===== config.mk =====
export PLATFORM = sky130hd
export DESIGN_NAME = gsca_ctrl
export DESIGN_NICKNAME = d
export VERILOG_FILES = /design/src/hw/rtl/gsca_pkg.sv /design/src/hw/rtl/gsca_ctrl.sv
export SDC_FILE = /design/constraint.sdc
export NUM_CORES = 1
export LEC_CHECK = 0
export ABC_AREA = 1
export BUFFER_PORTS_ARGS = -buffer_cell sky130_fd_sc_hd__buf_2
export CAP_MARGIN = 20
export CORE_AREA = 5 5 42 44
export CTS_BUF_LIST = sky130_fd_sc_hd__clkbuf_4
export CTS_CLUSTER_SIZE = 10
export DETAILED_ROUTE_END_ITERATION = 8
export DIE_AREA = 0 0 47 49
export PLACE_DENSITY = 0.7
export SYNTH_ARGS = -nofsm -noshare
export SYNTH_HDL_FRONTEND = slang
export SYNTH_SLANG_ARGS = --single-unit

===== constraint.sdc =====
create_clock -name clk -period 2.7 [get_ports clk]
set_input_delay 0.135 -clock clk [delete_from_list [all_inputs] [get_ports clk]]
set_output_delay 0.135 -clock clk [all_outputs]
set_load 0.03 [all_outputs]

===== src/hw/rtl/gsca_pkg.sv =====
package gsca_pkg;

  localparam int SLOTS           = 256;
  localparam int SPECIAL_ENTRIES = 288;

  localparam int SLOT_AW = (SLOTS > 1) ? $clog2(SLOTS) : 1;
  localparam int TBL_AW  = (SPECIAL_ENTRIES > 1) ? $clog2(SPECIAL_ENTRIES) : 1;
  localparam int MAX_N   = (SLOTS > SPECIAL_ENTRIES) ? SLOTS : SPECIAL_ENTRIES;
  localparam int CNT_W   = $clog2(MAX_N + 1);

  localparam int SLOT_DW = 24;
  localparam int TBL_DW  = 16;

  localparam logic [1:0] MODE_REQ  = 2'd0;
  localparam logic [1:0] MODE_TICK = 2'd1;
  localparam logic [1:0] MODE_LOAD = 2'd2;

  localparam logic [1:0] ST_OK       = 2'd0;
  localparam logic [1:0] ST_NO_GLYPH = 2'd1;
  localparam logic [1:0] ST_BUSY     = 2'd2;

  localparam logic [15:0] CODE_SPLIT  = 16'h883f;
  localparam logic [15:0] CODE_OFFSET = 16'h861f;
  localparam logic [14:0] TBL_BASE    = 15'd256;
  localparam logic [7:0]  CH_SPACE    = 8'h20;
  localparam logic [7:0]  FULL_LEAD   = 8'h81;
  localparam logic [7:0]  FULL_TRAIL  = 8'h40;
  localparam logic [4:0]  W_SPACE     = 5'd24;
  localparam logic [4:0]  W_FULL      = 5'd13;
  localparam logic [7:0]  THR_RESET   = 8'd3;
  localparam logic [7:0]  AGE_MAX     = 8'hff;

  typedef enum logic [2:0] {
    CMD_IDLE,
    CMD_LATCH,
    CMD_CLR,
    CMD_TSCAN,
    CMD_SSCAN,
    CMD_TICK,
    CMD_FIN
  } cmd_t;

  typedef struct packed {
    logic       scan_done;
    logic       out_free;
    logic [1:0] in_mode;
    logic       in_need_tscan;
  } dp_stat_t;

endpackage


===== src/hw/rtl/gsca_ctrl.sv =====
module gsca_ctrl (
  input  logic              clk,
  input  logic              rst_n,
  input  logic              in_tvalid,
  output logic              in_tready,
  input  gsca_pkg::dp_stat_t stat,
  output gsca_pkg::cmd_t    cmd
);
  import gsca_pkg::*;

  typedef enum logic [5:0] {
    S_CLR   = 6'b000001,
    S_IDLE  = 6'b000010,
    S_TSCAN = 6'b000100,
    S_SSCAN = 6'b001000,
    S_TICK  = 6'b010000,
    S_FIN   = 6'b100000
  } state_t;

  state_t state_r, state_nxt;

  assign in_tready = (state_r == S_IDLE);

  always_comb begin
    state_nxt = state_r;
    cmd       = CMD_IDLE;
    case (state_r)
      S_CLR: begin
        cmd = CMD_CLR;
        if (stat.scan_done) state_nxt = S_IDLE;
      end
      S_IDLE: begin
        if (in_tvalid) begin
          cmd = CMD_LATCH;
          if (stat.in_mode == MODE_REQ) begin
            state_nxt = stat.in_need_tscan ? S_TSCAN : S_SSCAN;
          end else if (stat.in_mode == MODE_TICK) begin
            state_nxt = S_TICK;
          end else begin
            state_nxt = S_FIN;
          end
        end
      end
      S_TSCAN: begin
        cmd = CMD_TSCAN;
        if (stat.scan_done) state_nxt = S_SSCAN;
      end
      S_SSCAN: begin
        cmd = CMD_SSCAN;
        if (stat.scan_done) state_nxt = S_FIN;
      end
      S_TICK: begin
        cmd = CMD_TICK;
        if (stat.scan_done) state_nxt = S_FIN;
      end
      S_FIN: begin
        if (stat.out_free) begin
          cmd       = CMD_FIN;
          state_nxt = S_IDLE;
        end
      end
      default: state_nxt = S_CLR;
    endcase
  end

  always_ff @(posedge clk) begin
    if (!rst_n) begin
      state_r <= S_CLR;
    end else begin
      state_r <= state_nxt;
    end
  end

endmodule


==> impl_metrics.csv, run 1 <==
group,metric,value,unit
detailed_routing,drcViolationCount,0,
die,pin_count,12,
worst_setup_path,regToRegEndpoint,"state_r[4]",
sta,drv_slew,0,
yosys,synth_largest_area_cell,"dfxtp_1",
sta,setup_viol,0,
cts,cts_setup_buffers,0,
yosys,syn_area,522,sq um
yosys,synth-seq-cells,6,
worst_setup_path,slowest_stage,"dfxtp_1",
sta,tightest_slew,0.234,ns
layout,area_growth,18.7,%
yosys,syn_avg_cell_area,6.87,sq um
worst_setup_path,max_stage_delay,0.36,ns
cts,clkTransAtPathRegs,0.04,ns
yosys,netlist_top_cells_area,"dfxtp_1, nand3_1, inv_1",
detailed_routing,antenna_left,0,
cts,cts_tree,"built",
die,start_util,0.372,
cts,cts_buffer_depth,2,
layout,insertedDiodeCount,0,
placement,gp_congestion,0.785,
die,die_area,2300,sq um
layout,instances_no_fill,106,
yosys,synth_fp_nets,84,
detailed_routing,dr.pass1.iters,4,
power,p_per_area,1190,nW/um^2
placement,dp_slack,1.41,ns
global_routing,grt_pass1_vias,488,
cts,insertion_delay,0.24,ns
worst_setup_path,crit_arrival,1.42,ns
min_path,hold_path_class,"in -> reg",
sta,fin_setup_tns,0,ns
cts,cts_resized,0,
layout,finalNetCount,100,
layout,layout_common_cells,"inv_1, buf_2, nand3_1, nor2_1, nand2_1",
run_status,status,"complete, no violations",
detailed_routing,viasPerCell,5.10,
yosys,yosys_warnings,0,
worst_setup_path,critPathLaunchType,"flop",
global_routing,antenna_found_initial,0,
yosys,seq_area_frac_synth,0.230,
yosys,synthCells,76,
cts,clock-root-buffer,"clkbuf_4",
layout,reg_top3,"state_r: 6 flops",
die,core-area,1400,sq um
worst_setup_path,endpoint_kind,"output port",
global_routing,grt_pass1_wl,1950,um
global_routing,grt_max_degree,8,
detailed_routing,route.vias.total,541,
min_path,min_to,"state_r[0]",
layout,drive_gt1_frac,0.333,
power,p_leak,0.330,nW
detailed_routing,detail_route.wl_per_cell,10.5,um
sta,skew,0.00177,ns
run,max_cap_viol_count,0,
detailed_routing,routed_wl,1110,um
die,row_count,14,
placement,placed_cells,103,
power,vdd_drop_max,0.000537,V
worst_setup_path,crit_type,"reg -> out",
placement,io_buffers,11,
layout,largest-register,"state_r",
worst_setup_path,critPathMaxFanout,7,
worst_setup_path,required,2.57,ns
sta,setup_ws,1.15,ns
cts,clock-sinks,6,
worst_setup_path,path_cells,"nor2_4, nand3_2, o211ai_1, buf_2",
yosys,synth.top_cell.area_share,0.230,
worst_setup_path,r2r-start,"state_r[3]",
layout,final_util,0.442,
cts,htreeDepth,1,
sta,grt_setup_unrepaired,"no",
die,die_w,47,um
sta,fmax,645,MHz
yosys,synth.distinct_cells,18,
layout,largest_reg_flops,6,
detailed_routing,drtIter0Drc,21,
min_path,worstHoldStart,"rst_n",
cts,postCtsHoldBufs,0,
sta,hold_violations,0,
layout,final_common_cell,"inv_1",
sta,max_slew_margin,0.844,
placement,dp_hpwl,952,um
global_routing,grt_use_total,0.113,
worst_setup_path,r2r_slack,1.41,ns
sta,period_minus_slack,1.55,ns
global_routing,grt_overflow_total,0,
min_path,min_path_cells,2,
worst_setup_path,ff2ff_path_depth,8,
sta,fin_crit_sh,0.575,
cts,numCtsBuffers,3,
die,die_h,49,um
layout make-up:
| type | count | area (sq um) |
|---|---|---|
| multi-input cells | 57 | 353 |
| repair buffers | 11 | 55.1 |
| well taps | 16 | 20.0 |
| inverters | 13 | 48.8 |
| clock buffers | 3 | 22.5 |
| flip-flops and latches | 6 | 120 |
| fillers | 166 | 782 |
cells by family after synthesis:
family | count (synthesis) | synth area share
simple gates | 52 | 0.619
buf+inv | 13 | 0.0935
flops | 6 | 0.230
compound gates | 5 | 0.0576
metrics by stage:
step	cell area [sq um]	hold WS (ns)	power (mW)
3_5_place_dp	597	0.392	0.661
2_1_floorplan	522	0.219	0.564
6_report	619	0.150	0.738
5_1_grt	619	0.144	0.808
4_1_cts	619	0.143	0.746
3_3_place_gp	597	0.394	0.653
power breakdown:
group          leakage, nW  internal, mW  switching, mW
combinational        0.266         0.164          0.319
sequential          0.0493         0.127         0.0484
clock               0.0138        0.0501         0.0293
worst max-delay path by stage:
stage               startpoint  endpoint
floorplan           state_r[4]    cmd[0]
global placement    state_r[3]    cmd[2]
detailed placement  state_r[4]    cmd[0]
CTS                 state_r[4]    cmd[0]
global route        state_r[3]    cmd[2]
finish              state_r[4]    cmd[0]
Yosys cell counts:
| master | instances |
|---|---|
| a21boi_1 | 1 |
| and2_1 | 1 |
| nand4_2 | 2 |
| nor2_8 | 1 |
| nor2_1 | 10 |
| nor2_4 | 3 |
| o211ai_1 | 1 |
| nand3_1 | 10 |
| a21oi_1 | 3 |
| nand2_4 | 3 |
| nand2_2 | 2 |
| nand2_1 | 9 |
| inv_1 | 13 |
| nor3_1 | 2 |
| nor2_2 | 4 |
| nand3_2 | 1 |
| nand4_1 | 4 |
| dfxtp_1 | 6 |
worst max-delay path, delay by kind of cell (launching register included):
kind,cells,cell delay [ns]
AND/OR/NAND/NOR,2,0.41
flip-flops,1,0.36
AO/OA/AOI/OAI,1,0.19
buffers and inverters,1,0.22
metal layers:
layer	vias up	GRT usage	wire [um]
met5	-	0	0
met4	0	0.0276	0
met3	0	0.0554	121
met2	21	0.165	509
li1	277	-	-
met1	243	0.147	477
(Power assumes the default switching activity.)
==> run 2: changes to the inputs <==
PLACE_DENSITY = 0.72   (was 0.7)
clock period = 1.3 ns   (was 2.7 ns; I/O delays follow)
==> run 2 against run 1 <==
  * The flow now finishes with violations (setup timing)
  * Clock skew down 0.0016 ns
  * Via count up 4.4%
  * Core utilization up 7.6 points
  * Critical path depth up 5
  * Hold slack worse by 0.086 ns
  * Count of clock-buffer cells in the layout unchanged
  * Largest power group unchanged
  * Critical endpoint is now state_r[2]
  * Sequential power up 120%
==> impl_metrics.csv, run 2 (same netlist as run 1, synthesis figures left out) <==
group,metric,value,unit
run_status,status,"finished with violations",
run_status,violations,"setup timing",
detailed_routing,drtIter0Drc,8,
power,p_seq_frac,0.208,
die,row_count,14,
global_routing,antenna_found_initial,0,
die,die_h,49,um
placement,placed_cells,103,
global_routing,grt_max_degree,8,
worst_setup_path,path_cells,"nor2_4, nand4_1, nand2_2, buf_4, nand2_4, nand2_4, nand2_1, nand2_1, nor2_2",
die,die_w,47,um
power,clkPwrFrac,0.092,
worst_setup_path,endpoint_kind,"flop",
die,pin_count,12,
layout,reg_top3,"state_r: 6 flops",
global_routing,grt_overflow_total,0,
layout,final_cell_area,726,sq um
worst_setup_path,cp_top_family,"simple AND/OR/NAND/NOR gates",
cts,insertion_delay,0.25,ns
global_routing,grt_pass1_vias,570,
sta,setup_ws,-0.0541,ns
sta,period_minus_slack,1.35,ns
sta,max_slew_margin,0.859,
cts,clock-sinks,6,
detailed_routing,routed_wl,1380,um
die,start_util,0.372,
die,core-area,1400,sq um
die,die_area,2300,sq um
worst_setup_path,r2r_slack,-0.05,ns
layout,instances_no_fill,113,
cts,htreeDepth,1,
layout,drive_gt1_frac,0.485,
placement,io_buffers,11,
worst_setup_path,critPathLaunchType,"flop",
worst_setup_path,critPathBufInv,1,
detailed_routing,drcViolationCount,0,
worst_setup_path,crit_cells,9,
cts,clkTransAtPathRegs,0.04,ns
worst_setup_path,r2r-start,"state_r[4]",
global_routing,grt_pass1_wl,2390,um
cts,cts_tree,"built",
worst_setup_path,max_stage_delay,0.35,ns
sta,fin_crit_sh,1.04,
layout,largest-register,"state_r",
sta,grt_setup_unrepaired,"yes",
detailed_routing,route.vias.total,565,
worst_setup_path,crit_end,"state_r[2]",
global_routing,grt_use_total,0.142,
power,switching_share,0.499,
layout,final_common_cell,"inv_1",
cts,numCtsBuffers,3,
detailed_routing,viasPerCell,5.00,
detailed_routing,detail_route.wl_per_cell,12.2,um
placement,gp_congestion,0.837,
sta,drv_slew,0,
power,p_per_area,2590,nW/um^2
worst_setup_path,startpoint,"state_r[4]",
detailed_routing,dr.pass1.iters,4,
sta,holdWs,0.0639,ns
placement,dp_hpwl,959,um
layout,area_growth,39.1,%
sta,fmax,739,MHz
worst_setup_path,crit_type,"reg -> reg",
sta,hold_violations,0,
cts,clock-root-buffer,"clkbuf_4",
layout,largest_reg_flops,6,
sta,tightest_slew,0.211,ns
worst_setup_path,slowest_stage,"dfxtp_2",
detailed_routing,antenna_left,0,
worst_setup_path,regToRegEndpoint,"state_r[2]",
worst_setup_path,ff2ff_path_depth,9,
cts,postCtsHoldBufs,0,
worst_setup_path,critPathMaxFanout,7,
power,p_sw,0.937,mW
layout,insertedDiodeCount,0,
min_path,hold_path_class,"in -> reg",
layout,nFillCells,138,
run,max_cap_viol_count,0,
layout,finalNetCount,107,
placement,place_area,597,sq um
power,vdd_drop_max,0.00129,V
power,p_leak,0.370,nW
worst_setup_path,required,1.44,ns
cts,cts_buffer_depth,2,
layout,layout_common_cells,"inv_1, nor2_1, nand3_1, nand2_1, buf_4",
power,p_comb_frac,0.700,
sta,setup_viol,7,
sta,skew,0.000161,ns
power,p_int,0.941,mW
worst_setup_path,crit_arrival,1.49,ns
power,power,1.88,mW
placement,dp_slack,0.0162,ns
[run 2: worst register-to-register path: stages, from the launching register on]
cell and delay [ns]:
dfxtp_2 0.35, nor2_4 0.22, nand4_1 0.16, nand2_2 0.11
buf_4 0.13, nand2_4 0.07, nand2_4 0.09, nand2_1 0.05
nand2_1 0.06, nor2_2 0.03
[run 2: routing by layer]
| layer | share of wire | vias to the layer above | global-route usage | wire (um) |
|---|---|---|---|---|
| met5 | 0 | - | 0 | 0 |
| met4 | 0.010 | 0 | 0.0276 | 14 |
| met3 | 0.056 | 4 | 0.0554 | 77 |
| met2 | 0.58 | 14 | 0.256 | 794 |
| met1 | 0.36 | 257 | 0.148 | 491 |
| li1 | - | 290 | - | - |
[run 2: worst min-delay path by stage]
stage                from         end  slack [ns]  depth (start not counted)
floorplan           rst_n  state_r[0]        0.15                          1
detailed placement  rst_n  state_r[0]        0.31                          2
finish              rst_n  state_r[0]        0.06                          2
global placement    rst_n  state_r[0]        0.31                          2
global route        rst_n  state_r[0]        0.07                          2
CTS                 rst_n  state_r[0]        0.06                          2
[run 2: layout make-up]
class	instances	area, sq um	area share
multi-input combinational	57	375	0.517
tap	16	20.0	0.0276
timing repair buffer	18	129	0.178
sequential	6	130	0.179
clock buffer	3	22.5	0.0310
inverter	13	48.8	0.0672
[run 2: metrics by stage]
| step | setup TNS [ns] | util |
|---|---|---|
| floorplan | 0 | - |
| global placement | 0 | 0.426 |
| detailed placement | 0 | 0.426 |
| CTS | -0.234 | 0.507 |
| global route | -1.05 | 0.518 |
| finish | -0.305 | 0.518 |
[run 2: what timing repair did]
item,in CTS,in global routing
resized for setup,17,4
buffers inserted,6,1
pin swaps,8,3
endpoints found under the setup margin,4,10
[run 2: power by group through the flow]
stage	Clock [mW]	Combinational (mW)	Sequential [mW]
6_report	0.173	1.31	0.391
4_1_cts	0.177	1.25	0.389
3_3_place_gp	0	1.00	0.363
3_5_place_dp	0	1.01	0.369
2_1_floorplan	0	0.820	0.352
5_1_grt	0.185	1.46	0.402
==> run 3: changes to the inputs <==
--- a/config.mk
+++ b/config.mk
@@ -19 +19,2 @@
 export SYNTH_SLANG_ARGS = --single-unit
+export TNS_END_PERCENT = 50
--- a/constraint.sdc
+++ b/constraint.sdc
@@ -3,2 +3,2 @@
 set_output_delay 0.065 -clock clk [all_outputs]
-set_load 0.03 [all_outputs]
+set_load 0.02 [all_outputs]
==> run 3 against run 2 <==
  * Largest power group unchanged
  * Cell count increased by 0.88%
  * The flow still finishes with violations (setup timing)
  * Critical path depth unchanged
  * Sequential cell count unchanged
  * Via count increased by 2.3%
  * Critical path type unchanged
==> impl_metrics.csv, run 3 (same netlist as run 1, synthesis figures left out) <==
group,metric,value,unit
placement,dp_slack,0.0162,ns
detailed_routing,routed_wl,1420,um
run,max_cap_viol_count,0,
layout,final_common_cell,"inv_1",
cts,clkTransAtPathRegs,0.04,ns
sta,max_slew_margin,0.816,
worst_setup_path,startpoint,"state_r[4]",
sta,drv_slew,0,
worst_setup_path,crit_type,"reg -> reg",
global_routing,grt_max_degree,7,
min_path,min_path_cells,2,
worst_setup_path,critPathLaunchType,"flop",
global_routing,grt_pass1_vias,575,
placement,dp_hpwl,959,um
run_status,status,"finished with violations",
layout,layout_common_cells,"inv_1, nor2_1, nand3_1, buf_4, buf_2",
sta,fin_crit_sh,1.04,
layout,largest-register,"state_r",
worst_setup_path,max_stage_delay,0.35,ns
sta,setup_viol,7,
power,p_leak,0.374,nW
worst_setup_path,ff2ff_path_depth,9,
global_routing,antenna_found_initial,0,
die,core-area,1400,sq um
power,power,1.92,mW
cts,htreeDepth,1,
detailed_routing,dr.pass1.iters,4,
global_routing,grt_pass1_wl,2370,um
worst_setup_path,regToRegEndpoint,"state_r[2]",
worst_setup_path,r2r-start,"state_r[4]",
detailed_routing,antenna_left,0,
die,die_w,47,um
sta,hold_violations,0,
sta,fmax,742,MHz
detailed_routing,detail_route.wl_per_cell,12.4,um
layout,insertedDiodeCount,0,
cts,clock-root-buffer,"clkbuf_4",
cts,clock-sinks,6,
worst_setup_path,r2r_slack,-0.05,ns
sta,grt_setup_unrepaired,"yes",
layout,final_util,0.542,
cts,postCtsHoldBufs,0,
detailed_routing,route.vias.total,578,
die,die_h,49,um
sta,period_minus_slack,1.35,ns
sta,holdWs,0.0705,ns
worst_setup_path,critPathMaxFanout,6,
cts,cts_tree,"built",
placement,gp_congestion,0.837,
cts,numCtsBuffers,3,
worst_setup_path,crit_end,"state_r[2]",
layout,largest_reg_flops,6,
layout,finalNetCount,108,
global_routing,grt_use_total,0.141,
cts,cts_buffer_depth,2,
placement,io_buffers,11,
layout,final_cell_area,759,sq um
die,pin_count,12,
layout,instances_no_fill,114,
detailed_routing,drtIter0Drc,9,
power,p_per_area,2530,nW/um^2
global_routing,grt_overflow_total,0,
layout,area_growth,45.6,%
layout,reg_top3,"state_r: 6 flops",
detailed_routing,viasPerCell,5.07,
layout,drive_gt1_frac,0.531,
detailed_routing,drcViolationCount,0,
worst_setup_path,endpoint_kind,"flop",
worst_setup_path,path_cells,"nor2_4, nand4_1, nand2_2, buf_6, nand2_8, nand2_4, nand2_1, nand2_1, nor2_2",
die,die_area,2300,sq um
worst_setup_path,cp_common_cell,"nand2_1",
sta,tightest_slew,0.276,ns
worst_setup_path,required,1.44,ns
die,start_util,0.372,
placement,place_area,597,sq um
placement,placed_cells,103,
cts,insertion_delay,0.24,ns
sta,skew,0.0000536,ns
die,row_count,14,
run_status,violations,"setup timing",
worst_setup_path,crit_arrival,1.48,ns
sta,setup_ws,-0.0473,ns
sta,fin_setup_tns,-0.200,ns
worst_setup_path,slowest_stage,"dfxtp_2",
min_path,hold_path_class,"in -> reg",
power,vdd_drop_max,0.00136,V
-- run 3: worst min path at each step --
stage,from,endpoint,slack [ns]
after floorplan,rst_n,state_r[0],0.15
after global placement,rst_n,state_r[0],0.31
after detailed placement,rst_n,state_r[0],0.31
after CTS,rst_n,state_r[0],0.06
after global routing,rst_n,state_r[0],0.07
final,rst_n,state_r[0],0.07
-- run 3: what timing repair did --
| action | 4_1_cts | 5_1_grt |
|---|---|---|
| pin swaps | 6 | 9 |
| setup buffers | 7 | 1 |
| gates resized for setup | 14 | 12 |
| endpoints found under the setup margin | 4 | 10 |
-- run 3: per-layer routing --
layer / vias to the layer above / GRT usage / routed length [um]
met5: - / 0 / 0
met4: 0 / 0.0276 / 18
met3: 4 / 0.0554 / 57
met2: 10 / 0.258 / 806
met1: 272 / 0.143 / 536
li1: 292 / - / -
-- run 3: layout make-up --
cell class / instances / area [sq um]
Sequential cell: 6 / 130
Multi-Input combinational cell: 57 / 398
Tap cell: 16 / 20.0
Timing Repair Buffer: 19 / 140
Clock buffer: 3 / 22.5
Fill cell: 135 / 642
Inverter: 13 / 48.8
-- run 3: worst max-delay path, delay by kind of cell (launching register included) --
kind	cells	cell delay [ns]
buffers and inverters	1	0.12
flip-flops	1	0.35
AND/OR/NAND/NOR	8	0.76
-- run 3: power by group --
| part | switching [mW] | internal [mW] |
|---|---|---|
| registers | 0.110 | 0.286 |
| clock network | 0.0680 | 0.104 |
| logic | 0.751 | 0.599 |
